[config.mk]
export PLATFORM = sky130hd
export DESIGN_NAME = shared_array_double_stack
export DESIGN_NICKNAME = d
export VERILOG_FILES = /design/src/hw/rtl/sads_pkg.sv /design/src/hw/rtl/sads_ctrl.sv /design/src/hw/rtl/sads_dpath.sv /design/src/hw/rtl/shared_array_double_stack.sv
export SDC_FILE = /design/constraint.sdc
export NUM_CORES = 1
export LEC_CHECK = 0
export BUFFER_PORTS_ARGS = -buffer_cell sky130_fd_sc_hd__buf_4
export CORE_ASPECT_RATIO = 2
export CORE_MARGIN = 2
export CORE_UTILIZATION = 45
export CTS_BUF_LIST = sky130_fd_sc_hd__clkbuf_4 sky130_fd_sc_hd__clkbuf_8
export CTS_CLUSTER_DIAMETER = 100
export DETAILED_ROUTE_END_ITERATION = 12
export MAX_ROUTING_LAYER = met4
export PLACE_DENSITY_LB_ADDON = 0.2
export SYNTH_ARGS = -nofsm -noshare
export SYNTH_HDL_FRONTEND = slang
export SYNTH_SLANG_ARGS = --single-unit
[constraint.sdc]
create_clock -name clk -period 6.8 [get_ports clk]
set_clock_uncertainty 0.1 [all_clocks]
set_input_delay 0.34 -clock clk [delete_from_list [all_inputs] [get_ports clk]]
set_output_delay 0.34 -clock clk [all_outputs]
set_load 0.02 [all_outputs]
[src/hw/rtl/sads_pkg.sv]
// shared types and constants for the two-stacks-in-one-store block
package sads_pkg;

  localparam int unsigned DEF_CAPACITY = 16;
  localparam int unsigned WORD_W       = 32;

  // request kinds
  localparam logic REQ_PUSH = 1'b0;
  localparam logic REQ_POP  = 1'b1;

  // stack selectors
  localparam logic SEL_LEFT  = 1'b0;
  localparam logic SEL_RIGHT = 1'b1;

  // response status codes
  typedef enum logic [1:0] {
    ST_OK    = 2'd0,
    ST_FULL  = 2'd1,
    ST_EMPTY = 2'd2
  } status_t;

  // commands from the controller to the datapath
  typedef struct packed {
    logic capture;  // latch the incoming word
    logic access;   // store access and pointer update
    logic load;     // fill the output register
  } dp_cmd_t;

endpackage

[src/hw/rtl/sads_ctrl.sv]
// controller: sequences capture, store access and result load
module sads_ctrl (
  input  logic             clk,
  input  logic             rst_n,
  input  logic             in_tvalid,
  output logic             in_tready,
  output logic             out_tvalid,
  input  logic             out_tready,
  output sads_pkg::dp_cmd_t cmd
);
  import sads_pkg::*;

  typedef enum logic [2:0] {
    S_IDLE   = 3'b001,
    S_ACCESS = 3'b010,
    S_LOAD   = 3'b100
  } state_t;

  state_t state_r, state_nxt;
  logic   out_valid_r, out_valid_nxt;
  logic   slot_free;

  assign slot_free  = !out_valid_r || out_tready;
  assign in_tready  = (state_r == S_IDLE);
  assign out_tvalid = out_valid_r;

  always_comb begin
    state_nxt     = state_r;
    out_valid_nxt = out_valid_r && !out_tready;
    cmd           = '0;
    case (state_r)
      S_IDLE: begin
        if (in_tvalid) begin
          cmd.capture = 1'b1;
          state_nxt   = S_ACCESS;
        end
      end
      S_ACCESS: begin
        cmd.access = 1'b1;
        state_nxt  = S_LOAD;
      end
      S_LOAD: begin
        // wait until the previous result has been taken
        if (slot_free) begin
          cmd.load      = 1'b1;
          out_valid_nxt = 1'b1;
          state_nxt     = S_IDLE;
        end
      end
      default: begin
        state_nxt = S_IDLE;
      end
    endcase
  end

  always_ff @(posedge clk) begin
    if (!rst_n) begin
      state_r     <= S_IDLE;
      out_valid_r <= 1'b0;
    end else begin
      state_r     <= state_nxt;
      out_valid_r <= out_valid_nxt;
    end
  end

endmodule

[src/hw/rtl/sads_dpath.sv]
// datapath: shared store, the two occupancy counts and the result register
module sads_dpath #(
  parameter int unsigned CAPACITY = sads_pkg::DEF_CAPACITY,
  parameter int unsigned CNT_W    = $clog2(CAPACITY + 1)
) (
  input  logic                        clk,
  input  logic                        rst_n,
  input  sads_pkg::dp_cmd_t           cmd,
  input  logic                        req_type,
  input  logic                        stack_sel,
  input  logic [sads_pkg::WORD_W-1:0] push_value,
  output logic [sads_pkg::WORD_W-1:0] pop_value,
  output sads_pkg::status_t           status,
  output logic [CNT_W-1:0]            left_count,
  output logic [CNT_W-1:0]            right_count
);
  import sads_pkg::*;

  localparam int unsigned ADDR_W = (CAPACITY > 1) ? $clog2(CAPACITY) : 1;
  localparam logic [CNT_W-1:0] CAP_C = CNT_W'(CAPACITY);
  localparam logic [CNT_W:0]   CAP_S = (CNT_W + 1)'(CAPACITY);

  logic [WORD_W-1:0] mem [CAPACITY];

  logic              req_type_r;
  logic              stack_sel_r;
  logic [WORD_W-1:0] push_value_r;
  logic [CNT_W-1:0]  left_r, left_nxt;
  logic [CNT_W-1:0]  right_r, right_nxt;
  logic [WORD_W-1:0] rd_data_r;
  status_t           acc_status_r, acc_status_nxt;
  logic              pop_ok_r, pop_ok_nxt;
  logic [WORD_W-1:0] pop_value_r;
  status_t           status_r;
  logic [CNT_W-1:0]  left_count_r;
  logic [CNT_W-1:0]  right_count_r;

  logic [CNT_W:0]    total;
  logic              full;
  logic [CNT_W-1:0]  addr_wide;
  logic [ADDR_W-1:0] addr;
  logic              wr_en;

  assign total = {1'b0, left_r} + {1'b0, right_r};
  assign full  = (total >= CAP_S);

  always_comb begin
    acc_status_nxt = ST_OK;
    pop_ok_nxt     = 1'b0;
    wr_en          = 1'b0;
    left_nxt       = left_r;
    right_nxt      = right_r;
    addr_wide      = '0;
    if (req_type_r == REQ_PUSH) begin
      if (full) begin
        acc_status_nxt = ST_FULL;
      end else if (stack_sel_r == SEL_LEFT) begin
        addr_wide = left_r;
        wr_en     = 1'b1;
        left_nxt  = left_r + 1'b1;
      end else begin
        // right stack grows downward from the top entry
        addr_wide = CAP_C - right_r - 1'b1;
        wr_en     = 1'b1;
        right_nxt = right_r + 1'b1;
      end
    end else begin
      if (stack_sel_r == SEL_LEFT) begin
        if (left_r == '0) begin
          acc_status_nxt = ST_EMPTY;
        end else begin
          addr_wide  = left_r - 1'b1;
          pop_ok_nxt = 1'b1;
          left_nxt   = left_r - 1'b1;
        end
      end else begin
        if (right_r == '0) begin
          acc_status_nxt = ST_EMPTY;
        end else begin
          addr_wide  = CAP_C - right_r;
          pop_ok_nxt = 1'b1;
          right_nxt  = right_r - 1'b1;
        end
      end
    end
  end

  assign addr = addr_wide[ADDR_W-1:0];

  always_ff @(posedge clk) begin
    if (cmd.access) begin
      if (wr_en) begin
        mem[addr] <= push_value_r;
      end
      rd_data_r <= mem[addr];
    end
  end

  always_ff @(posedge clk) begin
    if (cmd.capture) begin
      req_type_r   <= req_type;
      stack_sel_r  <= stack_sel;
      push_value_r <= push_value;
    end
    if (cmd.access) begin
      acc_status_r <= acc_status_nxt;
      pop_ok_r     <= pop_ok_nxt;
    end
    if (cmd.load) begin
      pop_value_r   <= pop_ok_r ? rd_data_r : '0;
      status_r      <= acc_status_r;
      left_count_r  <= left_r;
      right_count_r <= right_r;
    end
  end

  always_ff @(posedge clk) begin
    if (!rst_n) begin
      left_r  <= '0;
      right_r <= '0;
    end else if (cmd.access) begin
      left_r  <= left_nxt;
      right_r <= right_nxt;
    end
  end

  assign pop_value   = pop_value_r;
  assign status      = status_r;
  assign left_count  = left_count_r;
  assign right_count = right_count_r;

endmodule

[src/hw/rtl/shared_array_double_stack.sv]
// top level: two stacks sharing one store, stream in and stream out
//
//  channel | dir | tdata (low bit up)                       | tuser (low bit up)
//  in_     | in  | push_value                               | req_type, stack_sel
//  out_    | out | pop_value, left_count, right_count, pad  | status
//
// a request passes through capture, one store access and result load;
// the controller's three states, one registered step each, sequence these; a new
// word is taken while the previous result still waits in the output register
// synchronous active-low reset clears both counts and the controller;
// store contents are undefined until pushed
// a stalled output holds the controller in its load state
module shared_array_double_stack #(
  parameter int unsigned CAPACITY = sads_pkg::DEF_CAPACITY,
  parameter int unsigned CNT_W    = $clog2(CAPACITY + 1),
  parameter int unsigned OUT_W    = ((sads_pkg::WORD_W + 2 * CNT_W + 7) / 8) * 8
) (
  input  logic                        clk,
  input  logic                        rst_n,
  input  logic                        in_tvalid,
  output logic                        in_tready,
  input  logic [sads_pkg::WORD_W-1:0] in_tdata,   // push_value
  input  logic [1:0]                  in_tuser,   // req_type, stack_sel
  output logic                        out_tvalid,
  input  logic                        out_tready,
  output logic [OUT_W-1:0]            out_tdata,  // pop_value, left_count, right_count
  output logic [1:0]                  out_tuser   // status
);
  import sads_pkg::*;

  localparam int unsigned PAD_W = OUT_W - WORD_W - 2 * CNT_W;

  dp_cmd_t           cmd;
  logic [WORD_W-1:0] pop_value;
  status_t           status;
  logic [CNT_W-1:0]  left_count;
  logic [CNT_W-1:0]  right_count;

  sads_ctrl u_ctrl (
    .clk        (clk),
    .rst_n      (rst_n),
    .in_tvalid  (in_tvalid),
    .in_tready  (in_tready),
    .out_tvalid (out_tvalid),
    .out_tready (out_tready),
    .cmd        (cmd)
  );

  sads_dpath #(
    .CAPACITY (CAPACITY),
    .CNT_W    (CNT_W)
  ) u_dpath (
    .clk         (clk),
    .rst_n       (rst_n),
    .cmd         (cmd),
    .req_type    (in_tuser[0]),
    .stack_sel   (in_tuser[1]),
    .push_value  (in_tdata),
    .pop_value   (pop_value),
    .status      (status),
    .left_count  (left_count),
    .right_count (right_count)
  );

  generate
    if (PAD_W > 0) begin : g_pad
      assign out_tdata = {PAD_W'(0), right_count, left_count, pop_value};
    end else begin : g_nopad
      assign out_tdata = {right_count, left_count, pop_value};
    end
  endgenerate

  assign out_tuser = status;

endmodule
; Word-level counts from Yosys, hierarchy flattened
; Memories as Yosys holds them, arrays and structs flattened. A register that Yosys moved wholly into a read port is not among the register bits.
; Index checks and enable logic that the tools add are counted.
[classes]
n_lt_le_gt_ge = 1
n_eq_ne = 8
mux = 39
reduce_logical = 9
bitwise = 1
add_sub_neg = 7
[ops]
columns = operator, count
row1 = 2-to-1 mux 5 bit, 10
row2 = 2-to-1 mux 4 bit, 6
row3 = 2-to-1 mux 1 bit, 16
row4 = "adder 5 x 1 -> 5 bit, second input constant", 2
row5 = zero test 5 bit, 2
row6 = "subtractor 5 x 1 -> 5 bit, second input constant", 2
row7 = one-hot mux 3 bit (3 select lines), 1
row8 = 2-to-1 mux 2 bit, 4
row9 = AND reduction 4 bit, 2
row10 = adder 5 x 5 -> 6 bit, 1
row11 = ">= comparator 6 x 5 -> 1 bit, second input constant", 1
row12 = 2-to-1 mux 3 bit, 2
row13 = "!= test 2 bit, second input constant", 3
row14 = "!= test 2 x 1 -> 1 bit, second input constant", 2
row15 = "subtractor 1 x 4 -> 4 bit, first input constant", 1
row16 = "subtractor 4 x 1 -> 4 bit, second input constant", 1
row17 = "equality test 3 x 1 -> 1 bit, second input constant", 1
row18 = "equality test 3 x 2 -> 1 bit, second input constant", 1
row19 = "equality test 3 bit, second input constant", 1
row20 = zero test 1 bit, 2
row21 = AND reduction 2 bit, 1
row22 = logical AND 1 bit, 1
row23 = logical OR 1 bit, 1
row24 = inverter 1 bit, 1
[totals]
ramBits = 512
n_memories = 1
word_cells = 79
output_inout_bits = 52
regBits = 95
input_bits = 38
[mem_list]
columns = name, depth, width, rd, rd_clocked_by_memory_dff, wr, line_no
row1 = u_dpath.mem, 16, 32, 1, 1, 1, sads_dpath.sv:23  ; logic [WORD_W-1:0] mem [CAPACITY];

; Longest topological paths before layout
; Gate-level depths: netlist of run 1.
[logic_depth]
word_depth = 7
depth_mapped = 12
depth_no_buf = 9

; Hierarchy
; From an unflattened synthesis of run 1, not the netlist that was laid out.
[hier_totals]
hier_cells = 1646
area_unflattened_um2 = 24727.5
[by_module_without_submodules]
columns = mod, n_inst, cells_each, area_each_um2, seq_area_each_um2
row1 = sads_dpath, 1, 1621, 24496.0, 18968.2
row2 = sads_ctrl, 1, 18, 182.7, 80.1
row3 = shared_array_double_stack, 1, 7, 48.8, 0.0

; Least setup slack after synthesis of run 1
; OpenSTA, ideal clock, no wires.
[synth_timing]
path_type = register to register
start = reg u_dpath.right_r[0]
end = mem u_dpath.mem[5][0], enable pin
period_less_slack_ps = 5006
path_slack_ps = 1794
stages_incl_launch_ff = 11
n_path_buf = 3
setup_ps = 461
t_required_ps = 6239
arrival_time_ps = 4445
path_cell_list = dfxtp_1 buf_2 inv_1 ha_1 nor4b_1 nand2b_1 o221ai_2 buf_2 buf_1 or2_2 nor3_1
[synth_via]
elab_chain_cells = 7
elab_cells_between_ends = 15
cone_classes = 3 x add/sub / 1 x order compare / 10 x mux / 1 x reduce/logical
[synth_lines]
columns = element, line_no
row1 = start: declaration, sads_dpath.sv:29  ; logic [CNT_W-1:0] right_r, right_nxt;
row2 = start signal: assignment, sads_dpath.sv:123  ; right_r <= right_nxt;
row3 = adder 5 x 5 -> 6 bit, sads_dpath.sv:44  ; assign total = {1'b0, left_r} + {1'b0, right_r};
row4 = >= comparator 6 x 5 -> 1 bit, sads_dpath.sv:45  ; assign full = (total >= CAP_S);
row5 = 2-to-1 mux 1 bit, sads_dpath.sv:55  ; if (full) begin
row6 = 2-to-1 mux 1 bit, sads_dpath.sv:54  ; if (req_type_r == REQ_PUSH) begin
row7 = 2-to-1 mux 1 bit, sads_dpath.sv:92  ; if (wr_en) begin
row8 = 2-to-1 mux 1 bit, sads_dpath.sv:91  ; if (cmd.access) begin
row9 = 2-to-1 mux 1 bit (not written as such), sads_dpath.sv:93  ; mem[addr] <= push_value_r;
row10 = end: declaration, sads_dpath.sv:23
; Several ways; a longest one is shown, not always the timed one.

; Final worst setup path of run 1
[layout_timing]
start = reg u_dpath.right_r[0]
end = mem u_dpath.mem[5][19], enable pin
; The elaborated chain is that of the path after synthesis.

==> impl_metrics.toml, run 1 <==
[status]
outcome = "complete, no violations"

[clock_tree]
cts_buffer_depth = 3
post_cts_buffers = 0
clock_sinks = 639
clk_latency_ps = 670
htree_levels = 3
clk_pin_slew_ps = 80
root_buffer = "clkbuf_8"
cts_tree = "built"
numCtsBuffers = 88

[power_and_ir_drop]
seqPwrFrac_pct = 56.2
swShare_pct = 21.6
combPwrFrac_pct = 6.0
p_sw_mw = 1.72
irDropWorstVdd_uv = 123
power_density_nw_per_um2 = 286
p_int_mw = 6.24
power_frac_clock_pct = 37.8
leakage_nw = 9.10

[worst_setup_path]
r2r_setup_slack_ps = 2280
crit_fanout = 33
worstPathArrival_ps = 4720
crit_type = "reg -> reg"
start_kind = "register"
crit_required_ps = 7000
end_kind = "register"

[global_routing]
grt_max_degree = 109
grt_pass1_vias = 12500
overflow = 0
track_usage_pct = 20.4
grt_pass1_wl_mm = 79.8
antenna_found_initial = 1

[synth]
synth_seq_cells = 639
synth-edff-count = 625
synth.area.top_cells = "edfxtp_1, mux4_2, a22oi_1"
synth_area_um2 = 24100
yosysSeqAreaShare_pct = 78.9
ys_warn_count = 0
syn_area_per_cell_um2 = 21.9
synthArstFlopShare_pct = 0
ys.flop_type = "edfxtp_1"
synth.distinct_cells = 54
synth_top_area_share_pct = 77.8
syn_inst = 1102
yosysTopAreaCell = "edfxtp_1"

[drt]
drt-total-wl_mm = 53.2
met1_length_mm = 19.5
drc = 0
routed.top_layer = "met4"
route.met3.wl_mm = 1.95
num_vias = 11400
antenna_left = 0
avgRoutedWirePerCell_um = 26.2
dr_wl_met2_mm = 29.8
first_pass_iters = 5
drtIter0Drc = 860
via_per_inst = 5.60

[cells_and_area]
synthToLayoutAreaGrowth_pct = 15.6
n_fill_cell = 4172
regArea_um2 = 19000
nets = 1345
multi_input_area_um2 = 4840
instances_no_fill = 2033
drive_gt1_share_pct = 30.7

[hold_path]
hold_class = "in -> reg"

[placement]
placedCellCount = 1838
place_congestion = 0.817
dp_hpwl_mm = 30.8
portBuffers = 83

[timing]
finalSetupViolCount = 0
tns_ps = 0
whs_ps = 296
fmax_mhz = 221
final.min_clock_period_ps = 4520
tightest_slew_ps = 1130
post-route-period-util_pct = 66.5
slew_headroom_pct = 24.4
finalHoldViolCount = 0
finalMaxSlewViolations = 0
rsz0062_at_grt = "false"

[floorplan]
rows = 120
initial_utilization_pct = 45.3
core_area_um2 = 53300
die_height_um = 331
io_pins = 90
dieArea_um2 = 55600
die_x_um = 168

[flow_run]
cap_viol_max_count = 0
## sequential cells by signal, indices dropped and copies added (netlist names)
name / cells
u_dpath.req_type_r: 1
u_dpath.right_r: 5
u_dpath.push_value_r: 32
u_dpath.right_count: 5
u_ctrl.state_r: 3
u_dpath.acc_status_r: 2
u_dpath.left_r: 5
u_ctrl.out_tvalid: 1
u_dpath.stack_sel_r: 1
u_dpath.mem: 512
u_dpath.rd_data_r: 32
u_dpath.pop_ok_r: 1
u_dpath.status: 2
u_dpath.left_count: 5
u_dpath.pop_value: 32
## stage by stage
stage | area (µm²) | worst slack [ps] | utilization (%) | power, mW
6_report | 27900 | 2280 | 52.3 | 7.96
5_1_grt | 27900 | 1890 | 52.3 | 8.25
4_1_cts | 27900 | 2200 | 52.3 | 8.07
3_5_place_dp | 25700 | 2250 | 48.2 | 5.03
3_3_place_gp | 25700 | 2210 | 48.2 | 5.03
2_1_floorplan | 24100 | 1790 | - | 4.86
## critical path: stages, from the launching register on
cell      delay (ps)
dfxtp_1          520
inv_1            190
ha_1             390
o311ai_1         290
nand3_1          160
a32o_1           380
nor2_4           890
inv_2            190
nor3_2           500
buf_4            510
## path summary, 6_finish.rpt
check                          startpoint                   to  cells after the start
setup / recovery       u_dpath.right_r[0]   u_dpath.mem[5][19]                      9
hold reg to reg   u_dpath.acc_status_r[0]    u_dpath.status[0]                      0
setup reg to reg       u_dpath.right_r[0]   u_dpath.mem[5][19]                      9
hold / removal                in_tuser[1]  u_dpath.stack_sel_r                      2
## what timing repair did
| item | in CTS | in global routing |
|---|---|---|
| hold endpoints to repair | 48 | 0 |
| gates resized for setup | 0 | 0 |
| hold buffers | 38 | 0 |
## synthesized netlist by cell type, drive strengths merged (2+ instances only)
| library cell | n |
|---|---|
| a21o | 4 |
| a21oi | 6 |
| a22oi | 66 |
| a32o | 2 |
| and2 | 41 |
| and3 | 2 |
| buf | 39 |
| clkbuf | 19 |
| dfxtp | 14 |
| edfxtp | 625 |
| ha | 11 |
| inv | 13 |
| mux2i | 4 |
| mux4 | 128 |
| nand2 | 46 |
| nand2b | 4 |
| nand3 | 3 |
| nor2 | 9 |
| nor2b | 8 |
| nor3 | 15 |
| nor3b | 2 |
| nor4b | 2 |
| o21ai | 3 |
| o22ai | 2 |
| o31ai | 3 |
| or2 | 3 |
| xnor2 | 12 |
## cell usage in the layout (no fill, tap or decap), drive strengths merged, types with 15 or more instances in the layout
master / netlist / final
edfxtp: 625 / 625
nand2: 46 / 46
a22oi: 66 / 66
clkinv: 0 / 30
clkbuf: 19 / 116
mux4: 128 / 128
dlygate4sd3: 0 / 38
and2: 41 / 41
nor3: 15 / 15
buf: 39 / 118
## logic make-up after synthesis
kind of cell	synth area share [%]
buffers and inverters	1.60
muxes	12.1
AOI/OAI and AO/OA	3.10
DFF	78.9
and+or+nand+nor	3.10
xor gates and xnor gates	0.472
adders and majority gates	0.653
other	0.0155
## metal layers
metal | GRT usage, % | vias up
met5 | - | -
met2 | 37.0 | 302
met4 | 8.31 | 0
met1 | 22.4 | 6031
li1 | - | 4942
met3 | 2.68 | 101
## power by group through the flow
stage,clock network [mW],logic (mW),registers [mW]
final,3.01,0.478,4.48
after global routing,3.25,0.519,4.48
after floorplan,0,0.340,4.52
after detailed placement,0,0.473,4.56
after global placement,0,0.471,4.56
after CTS,3.10,0.492,4.48
## area by class of cell
class,instances,area share (%)
flip-flops and latches,639,68.3
multi-input cells,397,17.3
clock buffers,116,5.25
repair buffers,156,4.72
well taps,671,3.01
clock inverters,39,1.18
inverters,13,0.175
diodes,2,0.0179
(Power assumes the default switching activity.)
==> inputs of run 2 (changes only) <==
==> constraint.sdc (replaced) <==
create_clock -name clk -period 4.4 [get_ports clk]
set_clock_uncertainty 0.1 [all_clocks]
set_input_delay 0.22 -clock clk [delete_from_list [all_inputs] [get_ports clk]]
set_output_delay 0.22 -clock clk [all_outputs]
set_load 0.02 [all_outputs]
==> impl_metrics.toml, run 2 (synthesis results as in run 1) <==
[timing]
finalMaxSlewViolations = 0
slew_headroom_pct = 27.5
tns_ps = 0
tightest_slew_ps = 1090
finalHoldViolCount = 0
finalSetupViolCount = 0
post-route-period-util_pct = 87.2
final.min_clock_period_ps = 3840
rsz0062_at_grt = "false"
fmax_mhz = 261
setup_ws_ps = 562

[global_routing]
grt_pass1_vias = 12400
grt_pass1_wl_mm = 78.3
overflow = 0
track_usage_pct = 20.1
antenna_found_initial = 1
grt_max_degree = 65

[clock_tree]
cts_buffer_depth = 3
post_cts_buffers = 0
cts_resized = 0
postCtsHoldBufs = 38
cts_tree = "built"
clock_sinks = 639
clk_latency_ps = 670
clk_pin_slew_ps = 60
root_buffer = "clkbuf_8"
numCtsBuffers = 89
htree_levels = 3

[cells_and_area]
drive_gt1_share_pct = 31.7
nets = 1369
final_util_pct = 52.7
n_fill_cell = 4097
regMostFlops = "u_dpath.mem"
largest_reg_flops = 512
synthToLayoutAreaGrowth_pct = 16.3
final_cell_mix = "edfxtp_1, buf_4, mux4_2, clkbuf_8, a22oi_1"
final_common_cell = "edfxtp_1"

[hold_path]
hp-start = "in_tdata[18]"
worstHoldEndpoint = "u_dpath.push_value_r[18]"
hold_depth = 2
hold_class = "in -> reg"

[worst_setup_path]
crit_fanout = 27
worstPathArrival_ps = 4130
start_kind = "register"
crit_type = "reg -> reg"
crit_required_ps = 4700
end_kind = "register"
r2r_setup_slack_ps = 560
reg2reg_depth = 11
worstReg2RegEnd = "u_dpath.rd_data_r[10]"
r2r-start = "u_dpath.right_r[0]"

[drt]
drc = 0
avgRoutedWirePerCell_um = 25.8
via_per_inst = 5.59
num_vias = 11500
drtIter0Drc = 869
drt-total-wl_mm = 53.2
antenna_left = 0
first_pass_iters = 5

[power_and_ir_drop]
seqPwrFrac_pct = 56.3
swShare_pct = 22.2
power_density_nw_per_um2 = 437
combPwrFrac_pct = 6.2
power_frac_clock_pct = 37.5
irDropWorstVdd_uv = 208
finalPower_mw = 12.3
p_int_mw = 9.54
leakage_nw = 9.23
p_sw_mw = 2.72

[floorplan]
rows = 120
io_pins = 90
dieArea_um2 = 55600
initial_utilization_pct = 45.3
die_height_um = 331
die_x_um = 168
core_area_um2 = 53300

[status]
outcome = "complete, no violations"

[placement]
post-place-ws_ps = 538
place_congestion = 0.774
dp_hpwl_mm = 30.7
portBuffers = 83

[flow_run]
cap_viol_max_count = 0
-- run 2: cell types whose count changed in the layout (fill, tap and decap cells not counted), sizes merged --
cell,before,now
clkbuf,116,103
diode,2,1
inv,13,16
clkinvlp,3,5
buf,118,141
clkinv,30,45
-- run 2: layout make-up --
cell class / instances / area, µm² / area share (%)
Antenna cell: 1 / 2.50 / 0.00892
Sequential cell: 639 / 19000 / 67.9
Clock buffer: 103 / 1340 / 4.76
Clock inverter: 59 / 443 / 1.58
Tap cell: 671 / 840 / 2.99
Multi-Input combinational cell: 397 / 4860 / 17.3
Inverter: 13 / 48.8 / 0.174
Timing Repair Buffer: 179 / 1490 / 5.30
-- run 2: power groups by stage --
stage / clock network, mW / logic [mW] / registers, mW
2_1_floorplan: 0 / 0.528 / 6.98
3_3_place_gp: 0 / 0.741 / 7.03
3_5_place_dp: 0 / 0.747 / 7.03
4_1_cts: 4.74 / 0.776 / 6.90
5_1_grt: 4.98 / 0.817 / 6.91
6_report: 4.60 / 0.760 / 6.90
-- run 2: through the flow --
| step | hold slack (ps) | cell area, µm² | std cells |
|---|---|---|---|
| finish | 168 | 28100 | 2062 |
| global route | 140 | 28100 | 2062 |
| CTS | 98.1 | 28100 | 2061 |
| detailed placement | 299 | 25900 | 1861 |
| global placement | 298 | 25900 | 1861 |
| floorplan | 219 | 24200 | 1107 |
-- run 2: layer usage --
layer | vias to the layer above | share of wire (%) | GRT usage [%]
met5 | - | 0 | -
met4 | 0 | 2.8 | 7.47
met3 | 96 | 4.2 | 3.29
met2 | 335 | 54 | 35.0
met1 | 6096 | 39 | 23.3
li1 | 4990 | - | -
-- run 2: worst max-delay path by stage --
stage | cells after the start | end | start
finish | 11 | u_dpath.rd_data_r[10] | u_dpath.right_r[0]
global route | 11 | u_dpath.rd_data_r[5] | u_dpath.right_r[0]
CTS | 11 | u_dpath.rd_data_r[10] | u_dpath.right_r[0]
detailed placement | 11 | u_dpath.rd_data_r[10] | u_dpath.right_r[0]
global placement | 11 | u_dpath.rd_data_r[10] | u_dpath.right_r[0]
floorplan | 10 | u_dpath.mem[9][0] | u_dpath.right_r[0]
-- run 2: worst max-delay path, cell delays in order (launching register included) --
cell      delay, ps
dfxtp_1         400
inv_1           210
ha_1            210
nor4b_1         330
nand2b_1        310
o22ai_2         140
a22oi_4         420
buf_12          300
buf_4           290
mux4_2          520
a22oi_1         220
nand2_1          70
